==> src/hw/rtl/tgr_pkg.sv <==
// Shared constants, job type and glyph font for the text glyph renderer.
`default_nettype none
package tgr_pkg;

  localparam int unsigned SCREEN_COLUMNS = 128;
  localparam int unsigned SCREEN_PAGES   = 8;
  localparam int unsigned GLYPH_WIDTH    = 6;
  localparam int unsigned QUEUE_DEPTH    = 2;

  // cursor limits
  localparam logic [7:0] COL_LIMIT  = 8'(SCREEN_COLUMNS - GLYPH_WIDTH);
  localparam logic [7:0] PAGE_LIMIT = 8'(SCREEN_PAGES);
  localparam logic [7:0] GLYPH_ADV  = 8'(GLYPH_WIDTH);
  localparam logic [7:0] PAGE_MAX   = 8'hFF;

  // printable range
  localparam logic [7:0] FIRST_CODE = 8'h20;
  localparam logic [7:0] LAST_CODE  = 8'h7E;

  // controller commands
  localparam logic [7:0] CMD_PAGE_ADDR = 8'hB0;
  localparam logic [7:0] CMD_COL_HI    = 8'h10;
  localparam logic [7:0] CMD_COL_LO    = 8'h00;

  // byte sequence of one character
  localparam int unsigned STEP_W = 4;
  localparam logic [STEP_W-1:0] STEP_PAGE   = 4'd0;
  localparam logic [STEP_W-1:0] STEP_COL_LO = 4'd1;
  localparam logic [STEP_W-1:0] STEP_COL_HI = 4'd2;
  localparam logic [STEP_W-1:0] STEP_GLYPH0 = 4'd3;
  localparam logic [STEP_W-1:0] STEP_LAST   = 4'd8;

  typedef struct packed {
    logic [2:0] page;
    logic [7:0] col;
    logic [6:0] glyph;
  } tgr_job_t;

  // Five glyph columns, first column in the top byte; the sixth is always blank.
  function automatic logic [39:0] glyph_row(input logic [6:0] g);
    logic [39:0] row;
    case (g)
      7'd0:  row = 40'h0000000000;
      7'd1:  row = 40'h00005F0000;
      7'd2:  row = 40'h0007000700;
      7'd3:  row = 40'h147F147F14;
      7'd4:  row = 40'h242A7F2A12;
      7'd5:  row = 40'h2313086462;
      7'd6:  row = 40'h3649552250;
      7'd7:  row = 40'h0005030000;
      7'd8:  row = 40'h001C224100;
      7'd9:  row = 40'h0041221C00;
      7'd10: row = 40'h082A1C2A08;
      7'd11: row = 40'h08083E0808;
      7'd12: row = 40'h0050300000;
      7'd13: row = 40'h0808080808;
      7'd14: row = 40'h0060600000;
      7'd15: row = 40'h2010080402;
      7'd16: row = 40'h3E5149453E;
      7'd17: row = 40'h00427F4000;
      7'd18: row = 40'h4261514946;
      7'd19: row = 40'h2141454B31;
      7'd20: row = 40'h1814127F10;
      7'd21: row = 40'h2745454539;
      7'd22: row = 40'h3C4A494930;
      7'd23: row = 40'h0171090503;
      7'd24: row = 40'h3649494936;
      7'd25: row = 40'h064949291E;
      7'd26: row = 40'h0036360000;
      7'd27: row = 40'h0056360000;
      7'd28: row = 40'h0008142241;
      7'd29: row = 40'h1414141414;
      7'd30: row = 40'h0041221408;
      7'd31: row = 40'h0201510906;
      7'd32: row = 40'h324979413E;
      7'd33: row = 40'h7E1111117E;
      7'd34: row = 40'h7F49494936;
      7'd35: row = 40'h3E41414122;
      7'd36: row = 40'h7F4141221C;
      7'd37: row = 40'h7F49494941;
      7'd38: row = 40'h7F09090101;
      7'd39: row = 40'h3E41415132;
      7'd40: row = 40'h7F0808087F;
      7'd41: row = 40'h00417F4100;
      7'd42: row = 40'h2040413F01;
      7'd43: row = 40'h7F08142241;
      7'd44: row = 40'h7F40404040;
      7'd45: row = 40'h7F0204027F;
      7'd46: row = 40'h7F0408107F;
      7'd47: row = 40'h3E4141413E;
      7'd48: row = 40'h7F09090906;
      7'd49: row = 40'h3E4151215E;
      7'd50: row = 40'h7F09192946;
      7'd51: row = 40'h4649494931;
      7'd52: row = 40'h01017F0101;
      7'd53: row = 40'h3F4040403F;
      7'd54: row = 40'h1F2040201F;
      7'd55: row = 40'h7F2018207F;
      7'd56: row = 40'h6314081463;
      7'd57: row = 40'h0304780403;
      7'd58: row = 40'h6151494543;
      7'd59: row = 40'h00007F4141;
      7'd60: row = 40'h0204081020;
      7'd61: row = 40'h41417F0000;
      7'd62: row = 40'h0402010204;
      7'd63: row = 40'h4040404040;
      7'd64: row = 40'h0001020400;
      7'd65: row = 40'h2054545478;
      7'd66: row = 40'h7F48444438;
      7'd67: row = 40'h3844444420;
      7'd68: row = 40'h384444487F;
      7'd69: row = 40'h3854545418;
      7'd70: row = 40'h087E090102;
      7'd71: row = 40'h085454543C;
      7'd72: row = 40'h7F08040478;
      7'd73: row = 40'h00447D4000;
      7'd74: row = 40'h2040443D00;
      7'd75: row = 40'h007F102844;
      7'd76: row = 40'h00417F4000;
      7'd77: row = 40'h7C04180478;
      7'd78: row = 40'h7C08040478;
      7'd79: row = 40'h3844444438;
      7'd80: row = 40'h7C14141408;
      7'd81: row = 40'h081414187C;
      7'd82: row = 40'h7C08040408;
      7'd83: row = 40'h4854545420;
      7'd84: row = 40'h043F444020;
      7'd85: row = 40'h3C4040207C;
      7'd86: row = 40'h1C2040201C;
      7'd87: row = 40'h3C4030403C;
      7'd88: row = 40'h4428102844;
      7'd89: row = 40'h0C5050503C;
      7'd90: row = 40'h4464544C44;
      7'd91: row = 40'h0008364100;
      7'd92: row = 40'h00007F0000;
      7'd93: row = 40'h0041360800;
      7'd94: row = 40'h0804081008;
      default: row = 40'h0000000000;
    endcase
    return row;
  endfunction

endpackage
`default_nettype wire

==> src/hw/rtl/tgr_queue.sv <==
// Short job queue between the front end and the byte sequencer.
`default_nettype none
module tgr_queue (
  input  wire logic         clk_i,
  input  wire logic         rst_ni,
  input  wire logic         push_i,
  input  wire tgr_pkg::tgr_job_t job_i,
  output logic              full_o,
  input  wire logic         pop_i,
  output tgr_pkg::tgr_job_t job_o,
  output logic              valid_o
);
  import tgr_pkg::*;

  localparam int unsigned AW = (QUEUE_DEPTH > 1) ? $clog2(QUEUE_DEPTH) : 1;
  localparam int unsigned CW = $clog2(QUEUE_DEPTH + 1);
  localparam logic [AW-1:0] PTR_LAST = AW'(QUEUE_DEPTH - 1);
  localparam logic [CW-1:0] CNT_FULL = CW'(QUEUE_DEPTH);

  tgr_job_t      mem_q [QUEUE_DEPTH];
  logic [AW-1:0] wr_q, rd_q;
  logic [CW-1:0] cnt_q, cnt_d;
  logic          do_push, do_pop;

  assign full_o  = cnt_q == CNT_FULL;
  assign valid_o = cnt_q != '0;
  assign do_push = push_i && !full_o;
  assign do_pop  = pop_i && valid_o;
  assign job_o   = mem_q[rd_q];

  always_comb begin
    cnt_d = cnt_q;
    if (do_push && !do_pop) begin
      cnt_d = cnt_q + CW'(1);
    end else if (do_pop && !do_push) begin
      cnt_d = cnt_q - CW'(1);
    end
  end

  always_ff @(posedge clk_i) begin
    if (do_push) begin
      mem_q[wr_q] <= job_i;
    end
  end

  always_ff @(posedge clk_i or negedge rst_ni) begin
    if (!rst_ni) begin
      wr_q  <= '0;
      rd_q  <= '0;
      cnt_q <= '0;
    end else begin
      cnt_q <= cnt_d;
      if (do_push) begin
        wr_q <= (wr_q == PTR_LAST) ? '0 : wr_q + AW'(1);
      end
      if (do_pop) begin
        rd_q <= (rd_q == PTR_LAST) ? '0 : rd_q + AW'(1);
      end
    end
  end

endmodule
`default_nettype wire

==> config.mk <==
export PLATFORM = sky130hd
export DESIGN_NAME = tgr_queue
export DESIGN_NICKNAME = d
export VERILOG_FILES = /design/src/hw/rtl/tgr_pkg.sv /design/src/hw/rtl/tgr_queue.sv
export SDC_FILE = /design/constraint.sdc
export NUM_CORES = 1
export LEC_CHECK = 0
export BUFFER_PORTS_ARGS = -buffer_cell sky130_fd_sc_hd__buf_4
export CORE_MARGIN = 8
export CORE_UTILIZATION = 54
export DETAILED_ROUTE_END_ITERATION = 10
export GPL_TIMING_DRIVEN = 0
export PLACE_DENSITY = 0.88
export REMOVE_ABC_BUFFERS = 1
export SLEW_MARGIN = 20
export SYNTH_ARGS = -nofsm -noshare
export SYNTH_HDL_FRONTEND = slang
export SYNTH_SLANG_ARGS = --single-unit
==> constraint.sdc <==
create_clock -name clk_i -period 3.43 [get_ports clk_i]
set_clock_uncertainty 0.05 [all_clocks]
set_input_delay 0.343 -clock clk_i [delete_from_list [all_inputs] [get_ports clk_i]]
set_output_delay 0.343 -clock clk_i [all_outputs]
set_load 0.05 [all_outputs]
Word level (Yosys, flattened, before mapping)
Memories as Yosys holds them, arrays and structs flattened.
Cells that the tools add are included.

cells by class
  equal/unequal tests = 1
  mux-type cells = 6
  add/subtract/negate cells = 4
  reductions and logical operators = 9

operators with widths
  operator             number
  $logic_and 1x1->1    4
  $mux 1               4
  $mux 2               2
  $reduce_bool 2->1    2
  $logic_not 1->1      3
  $add 1x1->1 const B  2
  $add 2x1->2 const B  1
  $eq 2x2->1 const B   1
  $sub 2x1->2 const B  1

storage, ports and cells
  output and inout port bits = 20
  register bits after elaboration = 4
  memories kept = 1
  bits in writable memories = 36

memory list
  name   depth  bits a word  rd ports  clocked after memory_dff  wr ports  line             source
  mem_q  2      18           1         0                         1         tgr_queue.sv:20  tgr_job_t mem_q [QUEUE_DEPTH];

Longest topological paths before layout
Gate-level depths: netlist of run 1.

  depth in word-level cells = 7
  gate-level depth with buffers = 7
  mapped depth without buffers = 7

Worst setup path before layout of run 1
OpenSTA, ideal clock, no wires.

  path kind = reg2reg
  start point = register cnt_q[0]
  end point = memory mem_q[0][0] (netlist bit), enable pin
  cell stages (with the launch flop) = 4
  data arrival time = 1.400 ns
  required time = 2.988 ns
  path slack = 1.588 ns
  library setup time = 0.392 ns
  path buffers = 0
  cells stage by stage = dfrtp_1 nand2b_1 nand2_1 nor2_1

on the way
  word-level cells in the longest chain between the ends = 5

RTL lines
  element                       line             source
  start, declared               tgr_queue.sv:22  logic [CW-1:0] cnt_q, cnt_d;
  start signal, assigned        tgr_queue.sv:52  cnt_q <= cnt_d;
  $eq 2x2->1                    tgr_queue.sv:25  assign full_o = cnt_q == CNT_FULL;
  $logic_not 1->1               tgr_queue.sv:27  assign do_push = push_i && !full_o;
  $logic_and 1x1->1             tgr_queue.sv:27
  $mux 1                        tgr_queue.sv:41  if (do_push) begin
  $mux 1 (implied by the code)  tgr_queue.sv:42  mem_q[wr_q] <= job_i;
  end, declared                 tgr_queue.sv:20

Every way passes these cells.

==> flow_metrics.env, run 1 <==
export IMPL_status="finished clean"
export IMPL_drv_cap=0
export IMPL_worst_pin_slew_ns=0.955
export IMPL_synth_area_per_cell_um2=20.7
export IMPL_routed_via_density=5.07
export IMPL_drc_errors=0
export IMPL_core_um2=2730
export IMPL_cts_resized=0
export IMPL_final_hold_violation_count=0
export IMPL_crit_path_end_kind="output pin"
export IMPL_p_sw_mw=0.783
export IMPL_required_ns=3.04
export IMPL_synth_seq_cells=40
export IMPL_grt_max_degree=20
export IMPL_grt_overflow=0
export IMPL_synthTopCellsByCount="36 x edfxtp_1, 9 x mux2_2, 9 x mux2_4"
export IMPL_setup_violations_final=0
export IMPL_rsz0062_at_grt="false"
export IMPL_rrSetupSlack_ns=1.70
export IMPL_antenna_cells=0
export IMPL_synth_largest_area_cell="edfxtp_1"
export IMPL_yosysUniqueCellTypes=16
export IMPL_post_synth_top_count_cell="edfxtp_1"
export IMPL_arrival_ns=1.94
export IMPL_synth_cell_area_um2=1550
export IMPL_gr_usage_met1_pct=11.7
export IMPL_critPathTopFamily="flip-flops"
export IMPL_antenna_found_initial=0
export IMPL_cellLeakagePower_nw=0.789
export IMPL_p_int_mw=1.11
export IMPL_fin_cells=155
export IMPL_power_density_nw_per_um2=972
export IMPL_pwr_share_comb_pct=47.1
export IMPL_io_pins=42
export IMPL_wire_per_inst_um=16.1
export IMPL_synth_edf_count=36
export IMPL_crit_buf_inv=1
export IMPL_io_buffers=41
export IMPL_cts_inserted_buffers=5
export IMPL_final_area_um2=1950
export IMPL_worst_hold_slack_ns=0.131
export IMPL_crit_chain="mux2_2 -> buf_4"
export IMPL_area_growth_pct=25.7
export IMPL_clk_path_buf_depth=2
export IMPL_finalCriticalPeriod_ns=2.33
export IMPL_cts_root_buf="clkbuf_4"
export IMPL_clk_pin_slew_ns=0.11
export IMPL_dominantRegCellSynth="edfxtp_1"
export IMPL_synthArstFlopShare_pct=10.0
export IMPL_grt_pass1_wl_um=3980
export IMPL_initial_core_util_pct=56.7
export IMPL_grtUsageMet3_pct=7.15
export IMPL_dpl_cell_area_um2=1880
export IMPL_relSlewSlack_pct=36.3
export IMPL_grt_util_met2_pct=16.0
export IMPL_placed_cells=146
export IMPL_drt_pass1_iterations=4
export IMPL_rows=19
export IMPL_cp_start_kind="flip-flop"
export IMPL_clock_sinks=40
export IMPL_p_sw_share_pct=41.4
export IMPL_min_period_over_period_pct=68.0
export IMPL_crit_slowest_cell="dfrtp_1"
export IMPL_cpPeakStageDelay_ns=0.99
export IMPL_finish_utilization_pct=71.2
export IMPL_ir_worst_vdd_uv=782
export IMPL_clk_latency_ns=0.34
export IMPL_synth_yosys_seq_area_share_pct=76.3
export IMPL_fin_tns_setup_ns=0
export IMPL_grt_pass1_vias=885
export IMPL_drv_slew=0
export IMPL_h_tree_depth=2
export IMPL_vias=786
export IMPL_power_clock_fraction_pct=12.6
export IMPL_drtIter0Drc=16
export IMPL_cts_tree="built"
export IMPL_place_congestion=0.693
export IMPL_fillers=173
export IMPL_seq_power_share_pct=40.3
export IMPL_synth_warnings=0
export IMPL_synthCells=75
export IMPL_path_class="reg2out"
export IMPL_layout_drive_gt1_share_pct=54.8
export IMPL_wl_um=2490
export IMPL_dieArea_um2=4840
export IMPL_nNetsFinal=146
export IMPL_synth_area_top_cells="edfxtp_1 70%, mux2_4 8.7%, mux2_2 6.5%, dfrtp_1 6.5%, xnor2_1 1.7%"
export IMPL_die_h_um=69.6
export IMPL_hold_class="in2reg"
export IMPL_busiest_layer="met2"
export IMPL_synth_top_area_share_pct=69.8
export IMPL_max_freq_mhz=429
export IMPL_antenna_left=0
export IMPL_grt_use_total_pct=10.5
export IMPL_path_max_fanout=19
export IMPL_chipWidth_um=69.6
export IMPL_hpwl_um=1770
-- flip-flops by register name (all words and copies together) (netlist names) --
name and count:
mem_q 36, cnt_q 2, rd_q 1, wr_q 1
-- area by class of cell --
cell class	instances	area, µm²	area share, %
clock buffers	8	58.8	3.02
inverters	2	7.51	0.386
repair buffers	43	329	16.9
multi-input cells	31	332	17.0
well taps	31	38.8	1.99
flip-flops and latches	40	1180	60.7
-- stage by stage --
stage / power [mW] / setup WS [ns]
floorplan: 1.41 / 1.59
global placement: 1.64 / 1.20
detailed placement: 1.68 / 1.43
CTS: 1.92 / 1.04
global route: 1.98 / 0.984
finish: 1.89 / 1.10
-- worst paths after layout --
check / start / endpoint / cells after the start
max in group asynchronous: rst_ni / wr_q / 2
max: rd_q / job_o[15] / 2
max reg2reg: cnt_q[0] / mem_q[1][1] / 2
min: job_i[9] / mem_q[0][9] / 1
min in group asynchronous: rst_ni / rd_q / 2
min reg2reg: cnt_q[1] / cnt_q[1] / 1
-- logic make-up (layout without fill, tap and decap cells) --
logic type                 after synthesis  after routing  share of synthesized area [%]
adders and majority gates                1              1                          0.808
muxes                                   18             18                           15.3
xor gates and xnor gates                 5              5                           2.83
and+or+nand+nor                          7              7                           2.34
buffers and inverters                    4             53                           2.50
DFF                                     40             40                           76.3
-- power groups by stage --
stage | sequential, mW | combinational (mW) | clock [mW]
final | 0.764 | 0.891 | 0.238
after global routing | 0.780 | 0.933 | 0.269
after CTS | 0.768 | 0.902 | 0.250
after detailed placement | 0.779 | 0.901 | 0
after global placement | 0.769 | 0.875 | 0
after floorplan | 0.750 | 0.663 | 0
-- cell usage in the layout, fill, tap and decap left out, drive strengths merged --
cell,count
buf,42
dlygate4sd3,1
dfrtp,4
ha,1
clkbuf,8
mux2,18
inv,2
edfxtp,36
nand2,2
xor2,2
and3,1
xnor2,3
nand2b,1
nor2,2
or2,1
-- metal layers --
layer	vias to the layer above	part of all wire (%)
met5	-	0
met3	0	10
met1	375	42
li1	376	-
met4	0	0
met2	35	47
-- timing repair --
action	4_1_cts	5_1_grt
setup endpoints to repair	0	0
setup buffers	0	0
hold endpoints to repair	4	0
hold buffers	1	0
No activity file was read; power rests on OpenSTA's default activity.
==> inputs of run 2 (changes only) <==
--- a/config.mk
+++ b/config.mk
@@ -5,12 +5,13 @@
 export SDC_FILE = /design/constraint.sdc
 export NUM_CORES = 1
 export LEC_CHECK = 0
+export ABC_AREA = 1
 export BUFFER_PORTS_ARGS = -buffer_cell sky130_fd_sc_hd__buf_4
 export CORE_MARGIN = 8
-export CORE_UTILIZATION = 54
+export CORE_UTILIZATION = 46
 export DETAILED_ROUTE_END_ITERATION = 10
 export GPL_TIMING_DRIVEN = 0
-export PLACE_DENSITY = 0.88
+export PLACE_DENSITY = 0.8
 export REMOVE_ABC_BUFFERS = 1
 export SLEW_MARGIN = 20
 export SYNTH_ARGS = -nofsm -noshare
==> constraint.sdc (replaced) <==
create_clock -name clk_i -period 2.1 [get_ports clk_i]
set_clock_uncertainty 0.05 [all_clocks]
set_input_delay 0.21 -clock clk_i [delete_from_list [all_inputs] [get_ports clk_i]]
set_output_delay 0.21 -clock clk_i [all_outputs]
set_load 0.05 [all_outputs]
==> run 2 against run 1 <==
Cell count is 53% higher. First-iteration DRC count rose to 3.3 times the previous value. Clock power increased by 99%. Power is 76% higher. Via count is 39% higher. Global-route usage rose by 2.3 points. Sequential power rose by 60%. Sequential share of layout area is 6.2 points lower. Synthesized cell count grew 67%. Critical path depth up 2. Die area grew 14%.
==> flow_metrics.env, run 2 <==
export IMPL_antenna_cells=0
export IMPL_cp_start_kind="flip-flop"
export IMPL_layout_drive_gt1_share_pct=29.8
export IMPL_arrival_ns=1.63
export IMPL_nNetsFinal=213
export IMPL_synth_cell_area_um2=1560
export IMPL_drc_errors=0
export IMPL_route_met2_wl_um=1600
export IMPL_ir_worst_vdd_uv=949
export IMPL_layout_commonest_cell="nand2_1"
export IMPL_antenna_left=0
export IMPL_rows=21
export IMPL_hold_class="in2reg"
export IMPL_clk_path_buf_depth=2
export IMPL_synth_warnings=0
export IMPL_chipWidth_um=74.2
export IMPL_seqCellArea_um2=1180
export IMPL_synth_edf_count=36
export IMPL_cts_root_buf="clkbuf_4"
export IMPL_finalCriticalPeriod_ns=1.89
export IMPL_dominantRegCellSynth="edfxtp_1"
export IMPL_drtIter0Drc=53
export IMPL_synth_top_area_share_pct=69.5
export IMPL_grt_pass1_vias=1209
export IMPL_hpwl_um=2240
export IMPL_synth_area_per_cell_um2=12.5
export IMPL_antenna_found_initial=0
export IMPL_post_synth_top_count_cell="nand2_1"
export IMPL_clk_latency_ns=0.33
export IMPL_worst_pin_slew_ns=0.689
export IMPL_drv_cap=0
export IMPL_max_freq_mhz=530
export IMPL_grt_overflow=0
export IMPL_cts_tree="built"
export IMPL_final_cell_mix="62 x nand2_1, 41 x buf_4, 36 x edfxtp_1"
export IMPL_top_register="mem_q"
export IMPL_pre_cts_ws_ns=0.325
export IMPL_wl_um=3220
export IMPL_synthCells=125
export IMPL_cellLeakagePower_nw=0.959
export IMPL_worst_hold_slack_ns=0.0828
export IMPL_dieArea_um2=5500
export IMPL_power_mw=3.33
export IMPL_largest_reg_flops=36
export IMPL_io_buffers=41
export IMPL_wl_met1_um=1300
export IMPL_highest_layer="met4"
export IMPL_die_h_um=74.2
export IMPL_area_growth_pct=39.5
export IMPL_grt_pass1_wl_um=5200
export IMPL_multi_input_area_um2=318
export IMPL_rsz0062_at_grt="false"
export IMPL_synth_area_top_cells="edfxtp_1 69%, nand2_1 15%, dfrtp_1 6.4%, buf_6 1.4%, inv_1 1.4%"
export IMPL_synth_largest_area_cell="edfxtp_1"
export IMPL_vias=1089
export IMPL_fillers=256
export IMPL_required_ns=1.84
export IMPL_drt_pass1_iterations=4
export IMPL_drv_slew=0
export IMPL_relSlewSlack_pct=54.0
export IMPL_path_max_fanout=20
export IMPL_status="finished clean"
export IMPL_place_congestion=0.645
export IMPL_path_class="reg2out"
export IMPL_grt_max_degree=21
export IMPL_grt_use_total_pct=12.8
export IMPL_synth_seq_cells=40
export IMPL_clk_pin_slew_ns=0.10
export IMPL_final_hold_violation_count=0
export IMPL_cts_inserted_buffers=5
export IMPL_core_um2=3280
export IMPL_h_tree_depth=2
export IMPL_routed_via_density=4.59
export IMPL_fin_ws_ns=0.212
export IMPL_synthTopCellsByCount="62 x nand2_1, 36 x edfxtp_1, 6 x inv_1"
export IMPL_wl_met3_um=245
export IMPL_power_density_nw_per_um2=1530
export IMPL_largestRegisters="mem_q: 36 flops, cnt_q: 2 flops"
export IMPL_io_pins=42
export IMPL_synth_yosys_seq_area_share_pct=75.9
export IMPL_yosysUniqueCellTypes=16
export IMPL_synthArstFlopShare_pct=10.0
export IMPL_postCtsSetupBuffers=0
export IMPL_min_period_over_period_pct=89.9
export IMPL_setup_violations_final=0
export IMPL_wire_per_inst_um=13.6
export IMPL_clock_sinks=40
export IMPL_initial_core_util_pct=47.4
export IMPL_crit_path_end_kind="output pin"
-- run 2: changes by cell type after synthesis, sizes merged, moves of 2 or more --
cell,delta
xnor2,-2
nand2,+63
xor2,-2
inv,+6
nand3,+2
mux2,-18
-- run 2: what timing repair did --
action                                 4_1_cts  5_1_grt
setup endpoints to repair                   18        0
hold buffers                                19        0
gates resized for setup                      1        0
endpoints found under the hold margin       40        0
-- run 2: metrics by stage --
step	instance area, µm²	util (%)	instances	setup TNS, ns
6_report	2170	66.1	237	0
4_1_cts	2170	66.1	237	0
3_5_place_dp	1910	58.0	210	0
5_1_grt	2170	66.1	237	0
2_1_floorplan	1530	-	122	0
3_3_place_gp	1890	57.6	209	-2.06
-- run 2: logic make-up after synthesis --
kind of cell | after synthesis | synth area share [%]
flops | 40 | 75.9
simple gates | 71 | 18.6
xor+xnor | 1 | 0.563
buf+inv | 11 | 3.86
fa+ha+maj | 1 | 0.804
compound gates | 1 | 0.321
-- run 2: final cells by class --
class                      instances  share of cell area (%)
inverter                           8                    1.38
tap                               46                    2.65
timing repair buffer              61                    23.4
multi-input combinational         74                    14.6
sequential                        40                    54.4
clock buffer                       5                    1.73
clock inverter                     3                    1.73
-- run 2: layer usage --
layer	GRT usage, %	up-vias
met2	22.9	35
met5	0	-
met4	7.98	0
met1	12.1	506
li1	-	541
met3	4.58	7
-- run 2: final timing paths --
check | start | to | slack, ns | cells past startpoint
max in group asynchronous | rst_ni | rd_q | 1.74 | 2
worst min register to register | cnt_q[1] | cnt_q[1] | 0.47 | 2
worst max-delay path | rd_q | job_o[6] | 0.21 | 4
worst min-delay path | pop_i | rd_q | 0.08 | 3
worst max register to register | cnt_q[1] | mem_q[1][10] | 0.40 | 4
min in group asynchronous | rst_ni | cnt_q[1] | 0.15 | 2
-- run 2: worst max-delay path: stages, from the launching register on --
cell     delay [ns]
dfrtp_2        0.57
inv_2          0.33
nand2_1        0.10
nand2_1        0.09
buf_4          0.20
-- run 2: report_power, final --
group	total, mW	switching (mW)	internal [mW]	leakage, nW
registers	1.22	0.123	1.09	0.382
logic	1.64	1.19	0.458	0.537
clock network	0.473	0.229	0.243	0.0403
==> inputs of run 3 (changes only) <==
--- a/config.mk
+++ b/config.mk
@@ -11,7 +11,7 @@
 export CORE_UTILIZATION = 46
 export DETAILED_ROUTE_END_ITERATION = 10
 export GPL_TIMING_DRIVEN = 0
-export PLACE_DENSITY = 0.8
+export PLACE_DENSITY = 0.83
 export REMOVE_ABC_BUFFERS = 1
 export SLEW_MARGIN = 20
 export SYNTH_ARGS = -nofsm -noshare
==> run 3 against run 2 <==
Sequential cell count is the same. Power shrank 0.71%. Cell count is the same. Via count grew 1.1%. Routed wire length shrank 3.7%. Combinational power is essentially flat. Fmax grew 1.2%. Critical path type unchanged. Largest power group unchanged. Highest routed layer unchanged.
==> flow_metrics.env, run 3 (same netlist as run 2, synthesis figures left out) <==
export IMPL_whs_path_depth=3
export IMPL_final_area_um2=2180
export IMPL_dieArea_um2=5500
export IMPL_nNetsFinal=213
export IMPL_h_tree_depth=2
export IMPL_clock_sinks=40
export IMPL_placed_cells=210
export IMPL_wl_um=3100
export IMPL_die_h_um=74.2
export IMPL_chipWidth_um=74.2
export IMPL_reg2regPathDepth=5
export IMPL_io_pins=42
export IMPL_finish_utilization_pct=66.2
export IMPL_path_max_fanout=20
export IMPL_clk_latency_ns=0.33
export IMPL_grt_overflow=0
export IMPL_power_mw=3.31
export IMPL_setup_violations_final=0
export IMPL_layout_drive_gt1_share_pct=29.8
export IMPL_seq_power_share_pct=36.8
export IMPL_grt_pass1_vias=1135
export IMPL_finalCriticalPeriod_ns=1.87
export IMPL_largest_reg_flops=36
export IMPL_multi_input_area_um2=318
export IMPL_power_clock_fraction_pct=14.0
export IMPL_hold_class="in2reg"
export IMPL_final_hold_violation_count=0
export IMPL_place_congestion=0.663
export IMPL_vias=1101
export IMPL_final_cell_mix="62 x nand2_1, 41 x buf_4, 36 x edfxtp_1"
export IMPL_crit_path_end_kind="output pin"
export IMPL_ir_worst_vdd_uv=789
export IMPL_rsz0062_at_grt="false"
export IMPL_cp_start_kind="flip-flop"
export IMPL_antenna_found_initial=0
export IMPL_relSlewSlack_pct=53.2
export IMPL_fillers=250
export IMPL_routed_via_density=4.65
export IMPL_hpwl_um=2100
export IMPL_max_freq_mhz=536
export IMPL_fin_cells=237
export IMPL_cts_tree="built"
export IMPL_power_density_nw_per_um2=1520
export IMPL_path_class="reg2out"
export IMPL_worst_pin_slew_ns=0.701
export IMPL_cts_inserted_buffers=5
export IMPL_drtIter0Drc=51
export IMPL_min_period_over_period_pct=88.9
export IMPL_top_register="mem_q"
export IMPL_layout_commonest_cell="nand2_1"
export IMPL_area_growth_pct=39.8
export IMPL_required_ns=1.84
export IMPL_dpl_cell_area_um2=1910
export IMPL_rows=21
export IMPL_pwr_share_comb_pct=49.3
export IMPL_arrival_ns=1.61
export IMPL_core_um2=3280
export IMPL_fin_tns_setup_ns=0
export IMPL_io_buffers=41
export IMPL_clk_pin_slew_ns=0.10
export IMPL_p_sw_mw=1.51
export IMPL_postCtsSetupBuffers=0
export IMPL_cts_root_buf="clkbuf_4"
export IMPL_grt_use_total_pct=12.1
export IMPL_status="finished clean"
export IMPL_drv_slew=0
export IMPL_largestRegisters="mem_q: 36 flops, cnt_q: 2 flops"
export IMPL_grt_max_degree=21
export IMPL_antenna_left=0
export IMPL_cellLeakagePower_nw=0.960
export IMPL_p_int_mw=1.80
export IMPL_grt_pass1_wl_um=4970
export IMPL_pre_cts_ws_ns=0.354
export IMPL_antenna_cells=0
export IMPL_worst_hold_slack_ns=0.0769
export IMPL_drc_errors=0
export IMPL_seqCellArea_um2=1180
export IMPL_initial_core_util_pct=47.4
export IMPL_drt_pass1_iterations=4
export IMPL_drv_cap=0
export IMPL_fin_ws_ns=0.234
export IMPL_clk_path_buf_depth=2
export IMPL_wire_per_inst_um=13.1
export IMPL_p_sw_share_pct=45.6
run 3: cell counts in the layout (fill, tap and decap cells not counted):
No cell type changed its count.
run 3: worst max-delay path, stage by stage, from the launching register on:
cell,delay (ns)
dfrtp_2,0.57
inv_2,0.33
nand2_1,0.08
nand2_1,0.08
buf_4,0.20
run 3: power groups by stage:
| stage | Sequential (mW) | Clock (mW) | Combinational [mW] |
|---|---|---|---|
| after global routing | 1.24 | 0.514 | 1.75 |
| final | 1.22 | 0.462 | 1.63 |
| after global placement | 1.22 | 0 | 1.56 |
| after CTS | 1.22 | 0.476 | 1.64 |
| after detailed placement | 1.23 | 0 | 1.62 |
| after floorplan | 1.19 | 0 | 1.13 |
run 3: path summary, 6_finish.rpt:
check                          from     endpoint  slack, ns
setup / recovery               rd_q    job_o[11]       0.23
hold / removal                pop_i         rd_q       0.08
setup reg to reg           cnt_q[1]  mem_q[0][4]       0.43
hold reg to reg            cnt_q[1]     cnt_q[1]       0.43
max in group asynchronous    rst_ni         rd_q       1.75
min in group asynchronous    rst_ni         rd_q       0.14
run 3: routing by layer:
metal  vias to the layer above  part of all wire (%)  track usage, %
met3                         6                   5.9            3.91
met1                       528                    37            11.8
met2                        28                    55            22.5
li1                        539                     -               -
met4                         0                   1.1            5.32
met5                         -                     0               0
run 3: timing repair:
item,in CTS,in global routing
hold buffers,15,4
gates resized for setup,1,0
endpoints found under the hold margin,32,8
endpoints found under the setup margin,18,0
run 3: cell type report:
type	count	share of cell area, %
flip-flops and latches	40	54.3
repair buffers	61	23.6
multi-input cells	74	14.6
well taps	46	2.65
clock buffers	5	1.73
clock inverters	3	1.73
inverters	8	1.38
