### src/hw/rtl/tgr_pkg.sv
// Shared constants, job type and glyph font for the text glyph renderer.
`default_nettype none
package tgr_pkg;

  localparam int unsigned SCREEN_COLUMNS = 128;
  localparam int unsigned SCREEN_PAGES   = 8;
  localparam int unsigned GLYPH_WIDTH    = 6;
  localparam int unsigned QUEUE_DEPTH    = 2;

  // cursor limits
  localparam logic [7:0] COL_LIMIT  = 8'(SCREEN_COLUMNS - GLYPH_WIDTH);
  localparam logic [7:0] PAGE_LIMIT = 8'(SCREEN_PAGES);
  localparam logic [7:0] GLYPH_ADV  = 8'(GLYPH_WIDTH);
  localparam logic [7:0] PAGE_MAX   = 8'hFF;

  // printable range
  localparam logic [7:0] FIRST_CODE = 8'h20;
  localparam logic [7:0] LAST_CODE  = 8'h7E;

  // controller commands
  localparam logic [7:0] CMD_PAGE_ADDR = 8'hB0;
  localparam logic [7:0] CMD_COL_HI    = 8'h10;
  localparam logic [7:0] CMD_COL_LO    = 8'h00;

  // byte sequence of one character
  localparam int unsigned STEP_W = 4;
  localparam logic [STEP_W-1:0] STEP_PAGE   = 4'd0;
  localparam logic [STEP_W-1:0] STEP_COL_LO = 4'd1;
  localparam logic [STEP_W-1:0] STEP_COL_HI = 4'd2;
  localparam logic [STEP_W-1:0] STEP_GLYPH0 = 4'd3;
  localparam logic [STEP_W-1:0] STEP_LAST   = 4'd8;

  typedef struct packed {
    logic [2:0] page;
    logic [7:0] col;
    logic [6:0] glyph;
  } tgr_job_t;

  // Five glyph columns, first column in the top byte; the sixth is always blank.
  function automatic logic [39:0] glyph_row(input logic [6:0] g);
    logic [39:0] row;
    case (g)
      7'd0:  row = 40'h0000000000;
      7'd1:  row = 40'h00005F0000;
      7'd2:  row = 40'h0007000700;
      7'd3:  row = 40'h147F147F14;
      7'd4:  row = 40'h242A7F2A12;
      7'd5:  row = 40'h2313086462;
      7'd6:  row = 40'h3649552250;
      7'd7:  row = 40'h0005030000;
      7'd8:  row = 40'h001C224100;
      7'd9:  row = 40'h0041221C00;
      7'd10: row = 40'h082A1C2A08;
      7'd11: row = 40'h08083E0808;
      7'd12: row = 40'h0050300000;
      7'd13: row = 40'h0808080808;
      7'd14: row = 40'h0060600000;
      7'd15: row = 40'h2010080402;
      7'd16: row = 40'h3E5149453E;
      7'd17: row = 40'h00427F4000;
      7'd18: row = 40'h4261514946;
      7'd19: row = 40'h2141454B31;
      7'd20: row = 40'h1814127F10;
      7'd21: row = 40'h2745454539;
      7'd22: row = 40'h3C4A494930;
      7'd23: row = 40'h0171090503;
      7'd24: row = 40'h3649494936;
      7'd25: row = 40'h064949291E;
      7'd26: row = 40'h0036360000;
      7'd27: row = 40'h0056360000;
      7'd28: row = 40'h0008142241;
      7'd29: row = 40'h1414141414;
      7'd30: row = 40'h0041221408;
      7'd31: row = 40'h0201510906;
      7'd32: row = 40'h324979413E;
      7'd33: row = 40'h7E1111117E;
      7'd34: row = 40'h7F49494936;
      7'd35: row = 40'h3E41414122;
      7'd36: row = 40'h7F4141221C;
      7'd37: row = 40'h7F49494941;
      7'd38: row = 40'h7F09090101;
      7'd39: row = 40'h3E41415132;
      7'd40: row = 40'h7F0808087F;
      7'd41: row = 40'h00417F4100;
      7'd42: row = 40'h2040413F01;
      7'd43: row = 40'h7F08142241;
      7'd44: row = 40'h7F40404040;
      7'd45: row = 40'h7F0204027F;
      7'd46: row = 40'h7F0408107F;
      7'd47: row = 40'h3E4141413E;
      7'd48: row = 40'h7F09090906;
      7'd49: row = 40'h3E4151215E;
      7'd50: row = 40'h7F09192946;
      7'd51: row = 40'h4649494931;
      7'd52: row = 40'h01017F0101;
      7'd53: row = 40'h3F4040403F;
      7'd54: row = 40'h1F2040201F;
      7'd55: row = 40'h7F2018207F;
      7'd56: row = 40'h6314081463;
      7'd57: row = 40'h0304780403;
      7'd58: row = 40'h6151494543;
      7'd59: row = 40'h00007F4141;
      7'd60: row = 40'h0204081020;
      7'd61: row = 40'h41417F0000;
      7'd62: row = 40'h0402010204;
      7'd63: row = 40'h4040404040;
      7'd64: row = 40'h0001020400;
      7'd65: row = 40'h2054545478;
      7'd66: row = 40'h7F48444438;
      7'd67: row = 40'h3844444420;
      7'd68: row = 40'h384444487F;
      7'd69: row = 40'h3854545418;
      7'd70: row = 40'h087E090102;
      7'd71: row = 40'h085454543C;
      7'd72: row = 40'h7F08040478;
      7'd73: row = 40'h00447D4000;
      7'd74: row = 40'h2040443D00;
      7'd75: row = 40'h007F102844;
      7'd76: row = 40'h00417F4000;
      7'd77: row = 40'h7C04180478;
      7'd78: row = 40'h7C08040478;
      7'd79: row = 40'h3844444438;
      7'd80: row = 40'h7C14141408;
      7'd81: row = 40'h081414187C;
      7'd82: row = 40'h7C08040408;
      7'd83: row = 40'h4854545420;
      7'd84: row = 40'h043F444020;
      7'd85: row = 40'h3C4040207C;
      7'd86: row = 40'h1C2040201C;
      7'd87: row = 40'h3C4030403C;
      7'd88: row = 40'h4428102844;
      7'd89: row = 40'h0C5050503C;
      7'd90: row = 40'h4464544C44;
      7'd91: row = 40'h0008364100;
      7'd92: row = 40'h00007F0000;
      7'd93: row = 40'h0041360800;
      7'd94: row = 40'h0804081008;
      default: row = 40'h0000000000;
    endcase
    return row;
  endfunction

endpackage
`default_nettype wire

### src/hw/rtl/tgr_if.sv
// Valid/ready channel interfaces for characters in and display bytes out.
`default_nettype none
interface tgr_in_if;
  logic       valid;
  logic       ready;
  logic       start_of_text;
  logic [7:0] start_col;
  logic [7:0] start_page;
  logic [7:0] char_code;

  modport source (output valid, output start_of_text, output start_col,
                  output start_page, output char_code, input ready);
  modport sink   (input valid, input start_of_text, input start_col,
                  input start_page, input char_code, output ready);
endinterface

`default_nettype wire

### src/hw/rtl/tgr_front.sv
// Front end: takes characters, keeps the cursor and queues drawable jobs.
`default_nettype none
module tgr_front (
  input  wire logic       clk_i,
  input  wire logic       rst_ni,
  tgr_in_if.sink          in_if,
  input  wire logic       q_full_i,
  output tgr_pkg::tgr_job_t q_job_o,
  output logic            q_push_o
);
  import tgr_pkg::*;

  logic [7:0] col_q, col_d;
  logic [7:0] page_q, page_d;
  logic       stop_q, stop_d;

  logic       xfer;
  logic [7:0] col_ld, page_ld, col_w, page_w;
  logic       stop_ld, wrap, past, draw, printable;
  logic [7:0] code_adj;

  assign in_if.ready = !q_full_i;
  assign xfer        = in_if.valid && in_if.ready;

  always_comb begin
    col_ld  = in_if.start_of_text ? in_if.start_col  : col_q;
    page_ld = in_if.start_of_text ? in_if.start_page : page_q;
    stop_ld = in_if.start_of_text ? 1'b0 : stop_q;

    wrap   = col_ld > COL_LIMIT;
    col_w  = wrap ? 8'h00 : col_ld;
    page_w = page_ld;
    if (wrap && page_ld != PAGE_MAX) begin
      page_w = page_ld + 8'd1;
    end
    past = page_w >= PAGE_LIMIT;
    draw = !stop_ld && !past;

    printable = (in_if.char_code >= FIRST_CODE) && (in_if.char_code <= LAST_CODE);
    code_adj  = printable ? (in_if.char_code - FIRST_CODE) : 8'h00;

    col_d  = col_q;
    page_d = page_q;
    stop_d = stop_q;
    if (xfer && !stop_ld) begin
      if (past) begin
        col_d  = col_w;
        page_d = page_w;
        stop_d = 1'b1;
      end else begin
        col_d  = col_w + GLYPH_ADV;
        page_d = page_w;
        stop_d = 1'b0;
      end
    end
  end

  assign q_push_o      = xfer && draw;
  assign q_job_o.page  = page_w[2:0];
  assign q_job_o.col   = col_w;
  assign q_job_o.glyph = code_adj[6:0];

  always_ff @(posedge clk_i or negedge rst_ni) begin
    if (!rst_ni) begin
      col_q  <= 8'h00;
      page_q <= 8'h00;
      stop_q <= 1'b0;
    end else begin
      col_q  <= col_d;
      page_q <= page_d;
      stop_q <= stop_d;
    end
  end

endmodule
`default_nettype wire

### src/flat_wrapper.sv
// flat-port wrapper written by rule: the top's interface ports become plain ports
module tgr_front_flat import tgr_pkg::*;
  (clk_i, rst_ni, q_full_i, q_job_o, q_push_o, in_if_valid, in_if_start_of_text, in_if_start_col, in_if_start_page, in_if_char_code, in_if_ready);
  tgr_in_if in_if_i ();
  input  wire logic clk_i;
  input  wire logic rst_ni;
  input  wire logic q_full_i;
  output tgr_pkg::tgr_job_t q_job_o;
  output logic q_push_o;
  input wire logic [$bits(in_if_i.valid)-1:0] in_if_valid;
  input wire logic [$bits(in_if_i.start_of_text)-1:0] in_if_start_of_text;
  input wire logic [$bits(in_if_i.start_col)-1:0] in_if_start_col;
  input wire logic [$bits(in_if_i.start_page)-1:0] in_if_start_page;
  input wire logic [$bits(in_if_i.char_code)-1:0] in_if_char_code;
  output wire logic [$bits(in_if_i.ready)-1:0] in_if_ready;
  assign in_if_i.valid = in_if_valid;
  assign in_if_i.start_of_text = in_if_start_of_text;
  assign in_if_i.start_col = in_if_start_col;
  assign in_if_i.start_page = in_if_start_page;
  assign in_if_i.char_code = in_if_char_code;
  assign in_if_ready = in_if_i.ready;
  tgr_front u_core (.clk_i(clk_i), .rst_ni(rst_ni), .in_if(in_if_i), .q_full_i(q_full_i), .q_job_o(q_job_o), .q_push_o(q_push_o));
endmodule
### config.mk
export PLATFORM = sky130hd
export DESIGN_NAME = tgr_front_flat
export DESIGN_NICKNAME = d
export VERILOG_FILES = /design/src/hw/rtl/tgr_pkg.sv /design/src/hw/rtl/tgr_if.sv /design/src/hw/rtl/tgr_front.sv /design/src/flat_wrapper.sv
export SDC_FILE = /design/constraint.sdc
export NUM_CORES = 1
export LEC_CHECK = 0
export BUFFER_PORTS_ARGS = -buffer_cell sky130_fd_sc_hd__buf_2
export CAP_MARGIN = 20
export CELL_PAD_IN_SITES_DETAIL_PLACEMENT = 0
export CELL_PAD_IN_SITES_GLOBAL_PLACEMENT = 1
export CORE_MARGIN = 4
export CORE_UTILIZATION = 37
export CTS_CLUSTER_SIZE = 24
export DETAILED_ROUTE_END_ITERATION = 12
export GPL_TIMING_DRIVEN = 0
export HOLD_SLACK_MARGIN = 0.15
export PLACE_DENSITY_LB_ADDON = 0.1
export SYNTH_ARGS = -nofsm -noshare
export SYNTH_HDL_FRONTEND = slang
export SYNTH_SLANG_ARGS = --single-unit
export TNS_END_PERCENT = 20
### constraint.sdc
create_clock -name clk_i -period 5 [get_ports clk_i]
set_clock_uncertainty 0.1 [all_clocks]
set_input_delay 0.75 -clock clk_i [delete_from_list [all_inputs] [get_ports clk_i]]
set_output_delay 0.75 -clock clk_i [all_outputs]
set_load 0.01 [all_outputs]
=== Word level (Yosys, flattened, before mapping) ===
Cells that the tools add are included.

* Equality and inequality tests: 1
* Reductions and logical operators: 9
* Add/subtract/negate cells: 3
* Multiplexer cells: 8
* Order comparisons: 4

{| class="wikitable"
|+ Operator list
! kind !! count
|-
| $mux 8 || 5
|-
| $add 8x1->8 const B || 1
|-
| $add 8x3->8 const B || 1
|-
| $ge 8x4->1 const B || 1
|-
| $ge 8x6->1 const B || 1
|-
| $gt 8x7->1 const B || 1
|-
| $le 8x7->1 const B || 1
|-
| $ne 8x8->1 const B || 1
|-
| $mux 7 || 1
|-
| $sub 7x6->7 const B || 1
|-
| $logic_and 1x1->1 || 6
|-
| $logic_not 1->1 || 3
|-
| $mux 1 || 2
|}

* Input bits: 29
* Flip-flop bits (word level): 17
* Word-level logic and storage cells: 28

=== Logic depth before layout (Yosys ltp) ===
Gate-level depths: netlist of run 1.

* Depth after elaboration: 8
* Mapped depth: 13

=== Least setup slack after synthesis of run 1 ===
Ideal clock, no wire load.

* Kind: input -> output
* Start point: in in_if_start_of_text
* End point: out q_push_o
* Stages: 12
* Slack: 0.937 ns
* Required time: 4.150 ns
* Data arrival time: 3.213 ns
* Cell sequence: buf_6 > buf_6 > clkbuf_1 > mux2_2 > ha_1 > nand4_1 > a221oi_1 > and4b_1 > a211oi_1 > nor2_1 > nand2_1 > nor2_1

* Word-level cells in the longest chain between the ends: 8
* Elaborated cells between the ends (all ways): 13
* Those cells by class: add/sub (1); order compare (2); eq/ne (1); mux (4); reduce/logical (5)

{| class="wikitable"
|+ RTL lines
! what !! line !! text
|-
| start: declaration || flat_wrapper.sv:11 || <nowiki>input wire logic [$bits(in_if_i.start_of_text)-1:0] in_if_start_of_text;</nowiki>
|-
| $mux 8, on equally long branches || tgr_front.sv:26, tgr_front.sv:27 ||
|-
| $gt 8x7->1 / $ne 8x8->1 (equally long branches) || tgr_front.sv:30, tgr_front.sv:33 ||
|-
| $logic_and 1x1->1 || tgr_front.sv:33 || <nowiki>if (wrap && page_ld != PAGE_MAX) begin</nowiki>
|-
| $mux 8 || tgr_front.sv:33 ||
|-
| $ge 8x4->1 || tgr_front.sv:36 || <nowiki>past = page_w >= PAGE_LIMIT;</nowiki>
|-
| $logic_not 1->1 || tgr_front.sv:37 || <nowiki>draw = !stop_ld && !past;</nowiki>
|-
| $logic_and 1x1->1 * || tgr_front.sv:37 ||
|-
| $logic_and 1x1->1 * || tgr_front.sv:58 || <nowiki>assign q_push_o = xfer && draw;</nowiki>
|-
| end: declaration || flat_wrapper.sv:9 || <nowiki>output logic q_push_o;</nowiki>
|}

Every way passes the cells marked *; elsewhere a longest branch is shown, timed or not.

=== Worst setup path in the final report of run 1 ===
Same ends and word-level chain as after synthesis.

==> flow_summary.json, run 1 <==
{
  "wl_per_cell_um": 15.0,
  "p_leak_nw": 0.940,
  "initial_core_util": 0.390,
  "placementRows": 23,
  "vdd_drop_max_uv": 140,
  "synthTopCellsByCount": "nand2_1 (36), nor2_1 (20), dfrtp_1 (17), mux2i_1 (11), mux2_2 (7)",
  "cts_tree": "built",
  "start_kind": "input pin",
  "worstSetupEndpointType": "output port",
  "drtIter0Drc": 62,
  "num-fill-cells": 415,
  "cp_slowest_cell": "a221oi_1",
  "hold_viol": 0,
  "critical_path_class": "in -> out",
  "power_density_mw_per_mm2": 314,
  "grt_max_degree": 18,
  "synth_seq_cells": 17,
  "synthArstFlopShare": 1.00,
  "place_hpwl_um": 3500,
  "cts_setup_buffers": 0,
  "worst_pin_slew_ps": 592,
  "netlist_instances": 196,
  "ant_nets": 0,
  "globalplace.congestion": 0.793,
  "clkTransAtPathRegs_ps": 70,
  "routed_wl_um": 4430,
  "rsz0062_at_grt": "no",
  "numCtsBuffers": 3,
  "min_period_over_period": 0.883,
  "final_nets": 279,
  "multi_input_area_mm2": 0.00107,
  "die_y_um": 73.7,
  "core_mm2": 0.00409,
  "cts-root-buf": "clkbuf_8",
  "drive_gt1_frac": 0.313,
  "crit_fanout": 19,
  "required_ps": 4150,
  "area_growth_pct": 21.3,
  "avgViaCountPerCell": 5.41,
  "syn_nets": 228,
  "max-cap-violations": 0,
  "dieArea_mm2": 0.00543,
  "clkLatencyLatePin_ps": 260,
  "cts_max_level": 1,
  "grt_pass1_wl_um": 7410,
  "ctsHoldBuffers": 0,
  "yosysMostFrequentCell": "nand2_1",
  "clk_path_buf_depth": 2,
  "ys.flop_type": "dfrtp_1",
  "hold_class": "in -> async",
  "status": "finished, final reports clean",
  "period_needed_ps": 4420,
  "max_stage_delay_ps": 520,
  "drt-pass1-iter-count": 4,
  "pin_count": 49,
  "synth_top_area_cell": "dfrtp_1",
  "portBuffers": 47,
  "synth_area_leaders": "dfrtp_1 (27%), nand2_1 (8.5%), mux2i_1 (6.9%)",
  "setup_violations": 0,
  "yosysUniqueCellTypes": 52,
  "total_power_uw": 608,
  "yosys.area.top_type_share": 0.267,
  "yosys_warnings": 0,
  "tns_ps": 0,
  "syn_area_mm2": 0.00160,
  "post_cts_resized": 0,
  "n_antenna_cell": 0,
  "synth_edf_count": 0,
  "holdWs_ps": 320,
  "track_usage": 0.174,
  "reg2reg_depth": 10,
  "max_freq_mhz": 226,
  "die_x_um": 73.7,
  "seqCellArea_um2": 425,
  "num_vias": 1602,
  "antenna_found_initial": 0,
  "maxSlewViolCount": 0,
  "crit_arrival_ps": 3570,
  "drc_errors": 0,
  "seq_area_frac_synth": 0.267,
  "cts.sinks": 17,
  "avgSynthCellArea_um2": 8.14,
  "overflow": 0,
  "maxSlewHeadroom": 0.603,
  "path_cells": "buf_2 > buf_6 > buf_6 > nand2b_1 > nand2_1 > ha_1 > nand4_1 > a221oi_1 > and4b_1 > a211oi_1 > nor2_1 > nand2_1 > nor2_1 > buf_2",
  "grt_pass1_vias": 1516
}
[cell usage in the layout, fill, tap and decap left out, types with 3 or more instances in the layout]
master / Yosys / routed
a211oi_1: 4 / 4
a21oi_1: 4 / 4
a31oi_1: 5 / 5
and2_1: 6 / 6
buf_2: 4 / 51
buf_4: 4 / 4
clkbuf_1: 4 / 3
clkbuf_8: 0 / 3
dfrtp_1: 17 / 17
ha_1: 3 / 3
inv_1: 4 / 4
mux2_2: 7 / 7
mux2i_1: 11 / 11
nand2_1: 36 / 36
nand2b_1: 3 / 3
nand3_1: 4 / 4
nand4_1: 4 / 4
nor2_1: 20 / 20
o21ai_0: 3 / 3
o311ai_0: 3 / 3
o31ai_1: 6 / 6
or4_1: 5 / 5
[per-stage QoR]
stage	setup slack (ps)	cells	area [µm²]	util
2_1_floorplan	937	196	1600	-
3_3_place_gp	31.9	293	1890	0.463
3_5_place_dp	67.8	293	1890	0.463
4_1_cts	51.4	297	1940	0.475
5_1_grt	232	296	1940	0.474
6_report	583	296	1940	0.474
[registers in the layout (all words and copies together) (netlist names)]
signal,flops
u_core.col_q,8
u_core.page_q,8
u_core.stop_q,1
[cell type report]
class                      instances  share of cell area
buffer                            13              0.0433
clock buffer                       3              0.0213
clock inverter                     1             0.00259
inverter                           4             0.00776
multi-input combinational        161               0.551
sequential                        17               0.220
tap                               50              0.0323
timing repair buffer              47               0.122
[worst max-delay path: cells and delay by family]
| family | cells | cell delay [ps] |
|---|---|---|
| AND/OR/NAND/NOR | 7 | 1030 |
| AO/OA/AOI/OAI | 2 | 920 |
| buffers and inverters | 4 | 600 |
| adder cells (fa/ha/maj) | 1 | 250 |
[kinds of logic after synthesis]
kind of cell               Yosys count  synth area share
AOI/OAI and AO/OA                   42             0.198
DFF                                 17             0.267
buffers and inverters               18            0.0643
other                                1           0.00235
adders and majority gates            3            0.0235
xor gates and xnor gates             2            0.0110
muxes                               19             0.127
and+or+nand+nor                     94             0.307
[routing by layer]
| metal | GRT usage | vias up | part of all wire |
|---|---|---|---|
| met3 | 0.0328 | 4 | 0.073 |
| met1 | 0.254 | 734 | 0.48 |
| met2 | 0.272 | 48 | 0.45 |
| met5 | 0 | - | 0 |
| li1 | - | 816 | - |
| met4 | 0.0241 | 0 | 0.0056 |
[report_power, final]
group | internal (mW) | switching [mW] | total, mW
Clock | 0.0555 | 0.0524 | 0.108
Combinational | 0.122 | 0.158 | 0.279
Sequential | 0.180 | 0.0409 | 0.221
Total | 0.357 | 0.251 | 0.608
[final timing paths]
path	from	end	slack, ps
max	in_if_start_of_text	q_push_o	580
min	rst_ni	u_core.col_q[2]$_DFFE_PN0P_	320
max reg2reg	u_core.page_q[0]$_DFFE_PN0P_	u_core.col_q[7]$_DFFE_PN0P_	1990
min reg2reg	u_core.page_q[1]$_DFFE_PN0P_	u_core.page_q[1]$_DFFE_PN0P_	380
max in group asynchronous	rst_ni	u_core.page_q[6]$_DFFE_PN0P_	4170
min in group clk_i	u_core.page_q[1]$_DFFE_PN0P_	u_core.page_q[1]$_DFFE_PN0P_	380
Note: power is estimated with default switching activity, not from simulation.
==> run 2: changes to the inputs <==
- CORE_ASPECT_RATIO: not set -> 0.75
==> run 2 against run 1 <==
Sequential power is essentially flat. Total power grew 1.1%. First-iteration DRC count grew 61%. Wire length grew 3.1%. Sequential cell count is the same. Non-clock buffer count is the same. Die area grew 0.21%.
==> flow_summary.json, run 2 (synthesis results as in run 1) <==
{
  "status": "finished, final reports clean",
  "setup_slack_ps": 494,
  "reg2reg_from": "u_core.page_q[0]$_DFFE_PN0P_",
  "maxSlewHeadroom": 0.582,
  "cts-root-buf": "clkbuf_8",
  "pwr-share-seq": 0.361,
  "grt_max_degree": 18,
  "design_area_mm2": 0.00194,
  "overflow": 0,
  "tns_ps": 0,
  "drc_errors": 0,
  "dp_slack_ps": 113,
  "maxSlewViolCount": 0,
  "holdWs_ps": 324,
  "globalplace.congestion": 0.805,
  "vdd_drop_max_uv": 136,
  "grt_util_met1": 0.265,
  "clkLatencyLatePin_ps": 260,
  "gr-usage-met2": 0.255,
  "crit_fanout": 19,
  "worst_pin_slew_ps": 624,
  "avgViaCountPerCell": 5.33,
  "final_core_util": 0.473,
  "hold_class": "in -> async",
  "crit_arrival_ps": 3660,
  "start_kind": "input pin",
  "total_power_uw": 615,
  "routed_wl_um": 4570,
  "cts.sinks": 17,
  "min_period_over_period": 0.901,
  "hold_viol": 0,
  "dieArea_mm2": 0.00544,
  "grt_pass1_wl_um": 7630,
  "drive_gt1_frac": 0.309,
  "reg2reg_depth": 10,
  "clk_path_buf_depth": 2,
  "required_ps": 4150,
  "top_regs": "u_core.col_q (8), u_core.page_q (8), u_core.stop_q (1)",
  "stdcell_count": 301,
  "dp_cells": 298,
  "internal_power_uw": 359,
  "final_nets": 279,
  "placed_cell_area_mm2": 0.00190,
  "die_y_um": 64.9,
  "period_needed_ps": 4510,
  "post_cts_resized": 0,
  "placementRows": 20,
  "pin_count": 49,
  "portBuffers": 47,
  "reg2reg_slack_ps": 1920,
  "busiest_layer": "met1",
  "comb_power_share": 0.461,
  "grtUsageMet3": 0.0419,
  "worstSetupEndpointType": "output port",
  "mostFrequentLayoutCells": "buf_2 (51), nand2_1 (36), nor2_1 (20), dfrtp_1 (17), mux2i_1 (11)",
  "antenna_found_initial": 0,
  "p_leak_nw": 0.937,
  "grt_pass1_vias": 1517,
  "multi_input_area_mm2": 0.00107,
  "numCtsBuffers": 3,
  "setup_violations": 0,
  "n_antenna_cell": 0,
  "p_switching_uw": 256,
  "wl_per_cell_um": 15.2,
  "power_density_mw_per_mm2": 317,
  "num_vias": 1604,
  "place_hpwl_um": 3610,
  "r2r-end": "u_core.col_q[7]$_DFFE_PN0P_",
  "drt-pass1-iter-count": 4,
  "cts_max_level": 1,
  "drtIter0Drc": 100,
  "initial_core_util": 0.389,
  "core_mm2": 0.00410,
  "die_x_um": 83.8,
  "num-fill-cells": 434,
  "track_usage": 0.176,
  "max_freq_mhz": 222,
  "rsz0062_at_grt": "no",
  "clockPowerShare": 0.177,
  "final_common_cell": "buf_2",
  "p_sw_frac": 0.417,
  "cts_setup_buffers": 0,
  "ant_nets": 0,
  "max-cap-violations": 0,
  "area_growth_pct": 21.6,
  "critical_path_class": "in -> out",
  "seqCellArea_um2": 425,
  "clkTransAtPathRegs_ps": 70,
  "cts_tree": "built"
}
-- run 2: cell count changes in the layout (fill, tap and decap cells not counted) --
cell,previous run,this run
clkbuf_1,3,4
clkinv_2,1,0
-- run 2: power groups by stage --
stage	combinational [mW]	clock [mW]	sequential, mW
3_5_place_dp	0.282	0	0.224
2_1_floorplan	0.202	0	0.211
3_3_place_gp	0.282	0	0.224
6_report	0.284	0.109	0.222
4_1_cts	0.284	0.113	0.222
5_1_grt	0.322	0.120	0.228
-- run 2: repair_timing --
action	CTS	global route
hold buffers	0	0
endpoints found under the hold margin	0	0
endpoints found under the setup margin	0	1
-- run 2: area by class of cell --
class / instances / share of cell area
multi-input cells: 161 / 0.550
repair buffers: 47 / 0.121
flip-flops and latches: 17 / 0.219
plain buffers: 13 / 0.0432
well taps: 55 / 0.0355
inverters: 4 / 0.00774
clock buffers: 4 / 0.0232
-- run 2: worst max-delay path, cell delays in order --
cell and delay (ps):
buf_2 120, buf_6 150, buf_6 180, nand2b_1 190, nand2_1 90, ha_1 250, nand4_1 170, a221oi_1 560
and4b_1 270, a211oi_1 410, nor2_1 180, nand2_1 130, nor2_1 50, buf_2 150
-- run 2: worst max-delay path by stage --
stage,start,to,slack [ps],cells after the start
after floorplan,in_if_start_of_text,q_push_o,940,12
after global placement,in_if_start_of_text,q_push_o,-9,14
after detailed placement,in_if_start_of_text,q_push_o,110,14
after CTS,in_if_start_of_text,q_push_o,80,14
after global routing,in_if_start_of_text,q_push_o,190,14
final,in_if_start_of_text,q_push_o,490,14
-- run 2: routing by layer --
metal	part of all wire	up-vias	wire length (µm)
met5	0	-	0
met4	0.0092	0	42
met3	0.040	4	181
met2	0.41	30	1890
met1	0.54	754	2450
li1	-	816	-
==> run 3: changes to the inputs <==
- ABC_AREA: not set -> 1
- CORE_UTILIZATION: 37 -> 35
==> run 3 against run 2 <==
Total power fell by 13%. Synthesized area rose by 7.4%. Sequential cell count unchanged. Count of clock-buffer cells in the layout unchanged. Critical endpoint unchanged. Register-to-register slack improved by 310 ps. Critical path type unchanged. Largest cell class unchanged.
==> flow_summary.json, run 3 <==
{
  "reg2reg_from": "u_core.page_q[0]$_DFFE_PN0P_",
  "drt-met1-wl_um": 2510,
  "critical_path_class": "in -> out",
  "seq_area_frac_synth": 0.248,
  "worstSetupEndpointType": "output port",
  "area_growth_pct": 20.5,
  "yosys.area.top_type_share": 0.265,
  "period_needed_ps": 4350,
  "max-cap-violations": 0,
  "final_common_cell": "nand2_1",
  "clk_path_buf_depth": 2,
  "cts-root-buf": "clkbuf_8",
  "p_leak_nw": 1.23,
  "place_hpwl_um": 3920,
  "drtIter0Drc": 125,
  "netlist_instances": 284,
  "avgSynthCellArea_um2": 6.03,
  "r2r-end": "u_core.col_q[2]$_DFFE_PN0P_",
  "start_kind": "input pin",
  "stdcell_count": 392,
  "synth_edf_count": 0,
  "synth_top_area_cell": "nand2_1",
  "hold_class": "in -> async",
  "design_area_mm2": 0.00206,
  "wl_met2_um": 1890,
  "mostFrequentLayoutCells": "nand2_1 (121), buf_2 (48), inv_1 (33), nor2_1 (23), nand3_1 (20)",
  "grt_pass1_vias": 1660,
  "grt_max_degree": 18,
  "top_regs": "u_core.col_q (8), u_core.page_q (8), u_core.stop_q (1)",
  "reg2reg_slack_ps": 2230,
  "power_density_mw_per_mm2": 258,
  "globalplace.congestion": 0.832,
  "synthTopCellsByCount": "nand2_1 (121), inv_1 (33), nor2_1 (23), nand3_1 (20), dfrtp_1 (17)",
  "placed_cell_area_mm2": 0.00202,
  "overflow": 0,
  "route.met3.wl_um": 534,
  "total_power_uw": 532,
  "yosysMostFrequentCell": "nand2_1",
  "numCtsBuffers": 3,
  "worst_pin_slew_ps": 692,
  "placementRows": 21,
  "vdd_drop_max_uv": 128,
  "holdWs_ps": 318,
  "dp_cells": 388,
  "routed_wl_um": 4960,
  "crit_fanout": 10,
  "antenna_found_initial": 0,
  "clkLatencyLatePin_ps": 260,
  "tns_ps": 0,
  "initial_core_util": 0.373,
  "wl_per_cell_um": 12.6,
  "ctsHoldBuffers": 0,
  "maxSlewHeadroom": 0.536,
  "yosys_warnings": 0,
  "min_period_over_period": 0.869,
  "track_usage": 0.172,
  "drive_gt1_frac": 0.251,
  "post_cts_resized": 0,
  "final_nets": 368,
  "num_vias": 1852,
  "yosysUniqueCellTypes": 32,
  "syn_nets": 316,
  "synthArstFlopShare": 1.00,
  "reg2reg_depth": 13,
  "setup_violations": 0,
  "maxSlewViolCount": 0,
  "status": "finished, final reports clean",
  "avgViaCountPerCell": 4.72,
  "syn_area_mm2": 0.00171,
  "hold_viol": 0,
  "cts_max_level": 1,
  "cts_tree": "built",
  "crit_arrival_ps": 3500,
  "clkTransAtPathRegs_ps": 70,
  "die_y_um": 68.6,
  "ys.flop_type": "dfrtp_1",
  "max_freq_mhz": 230,
  "drc_errors": 0,
  "grt_pass1_wl_um": 8020,
  "synth_seq_cells": 17,
  "pin_count": 49,
  "die_x_um": 88.8,
  "n_antenna_cell": 0,
  "drt-pass1-iter-count": 4,
  "highest_layer": "met4",
  "core_mm2": 0.00460,
  "cts.sinks": 17,
  "synth_area_leaders": "nand2_1 (27%), dfrtp_1 (25%), inv_1 (7.2%)",
  "cts_setup_buffers": 0,
  "dieArea_mm2": 0.00609,
  "rsz0062_at_grt": "no",
  "portBuffers": 47,
  "required_ps": 4150,
  "ant_nets": 0
}
-- run 3: cell type report --
type                       instances  area, µm²
tap                               57       71.3
sequential                        17        425
multi-input combinational        221       1070
buffer                            10       83.8
clock buffer                       4       45.0
timing repair buffer              47        235
fill                             517       2530
inverter                          36        135
-- run 3: per-layer routing --
| metal | GRT usage | vias to the layer above |
|---|---|---|
| met5 | 0 | - |
| met4 | 0.0170 | 0 |
| met3 | 0.0380 | 3 |
| met2 | 0.256 | 69 |
| met1 | 0.261 | 807 |
| li1 | - | 973 |
-- run 3: cell families (layout without fill, tap and decap cells) --
logic type,count (synthesis),in the layout,synth area share
buffers and inverters,46,97,0.128
muxes,1,1,0.00584
other,1,1,0.00219
AOI/OAI and AO/OA,21,21,0.0709
adders and majority gates,3,3,0.0219
xor gates and xnor gates,4,4,0.0205
DFF,17,17,0.248
and+or+nand+nor,191,191,0.503
-- run 3: how the worst max path moves through the flow --
stage	slack (ps)	start	end
final	650	in_if_start_of_text	q_push_o
after global routing	430	in_if_start_of_text	q_push_o
after CTS	660	in_if_start_of_text	q_push_o
after detailed placement	660	in_if_start_of_text	q_push_o
after global placement	630	in_if_start_of_text	q_push_o
after floorplan	1560	in_if_start_of_text	q_push_o
-- run 3: power breakdown --
group	leakage, nW	switching, mW	internal (mW)	total, mW
Combinational	0.991	0.152	0.0880	0.240
Sequential	0.214	0.0153	0.168	0.184
Clock	0.0228	0.0511	0.0567	0.108
Total	1.23	0.219	0.313	0.532
-- run 3: per-stage QoR --
step / setup slack (ps) / utilization
final: 653 / 0.449
after global routing: 432 / 0.449
after CTS: 657 / 0.449
after detailed placement: 661 / 0.439
after global placement: 629 / 0.439
after floorplan: 1560 / -
-- run 3: worst max-delay path, stage by stage --
cell and delay (ps):
buf_2 160, buf_6 170, buf_6 150, o21ai_0 440, ha_1 330, inv_1 90
nor2_1 240, nand3_2 190, nand3_1 150, nand2_1 140, nor2_8 200, nand3_4 150
nor2_4 170, buf_2 160
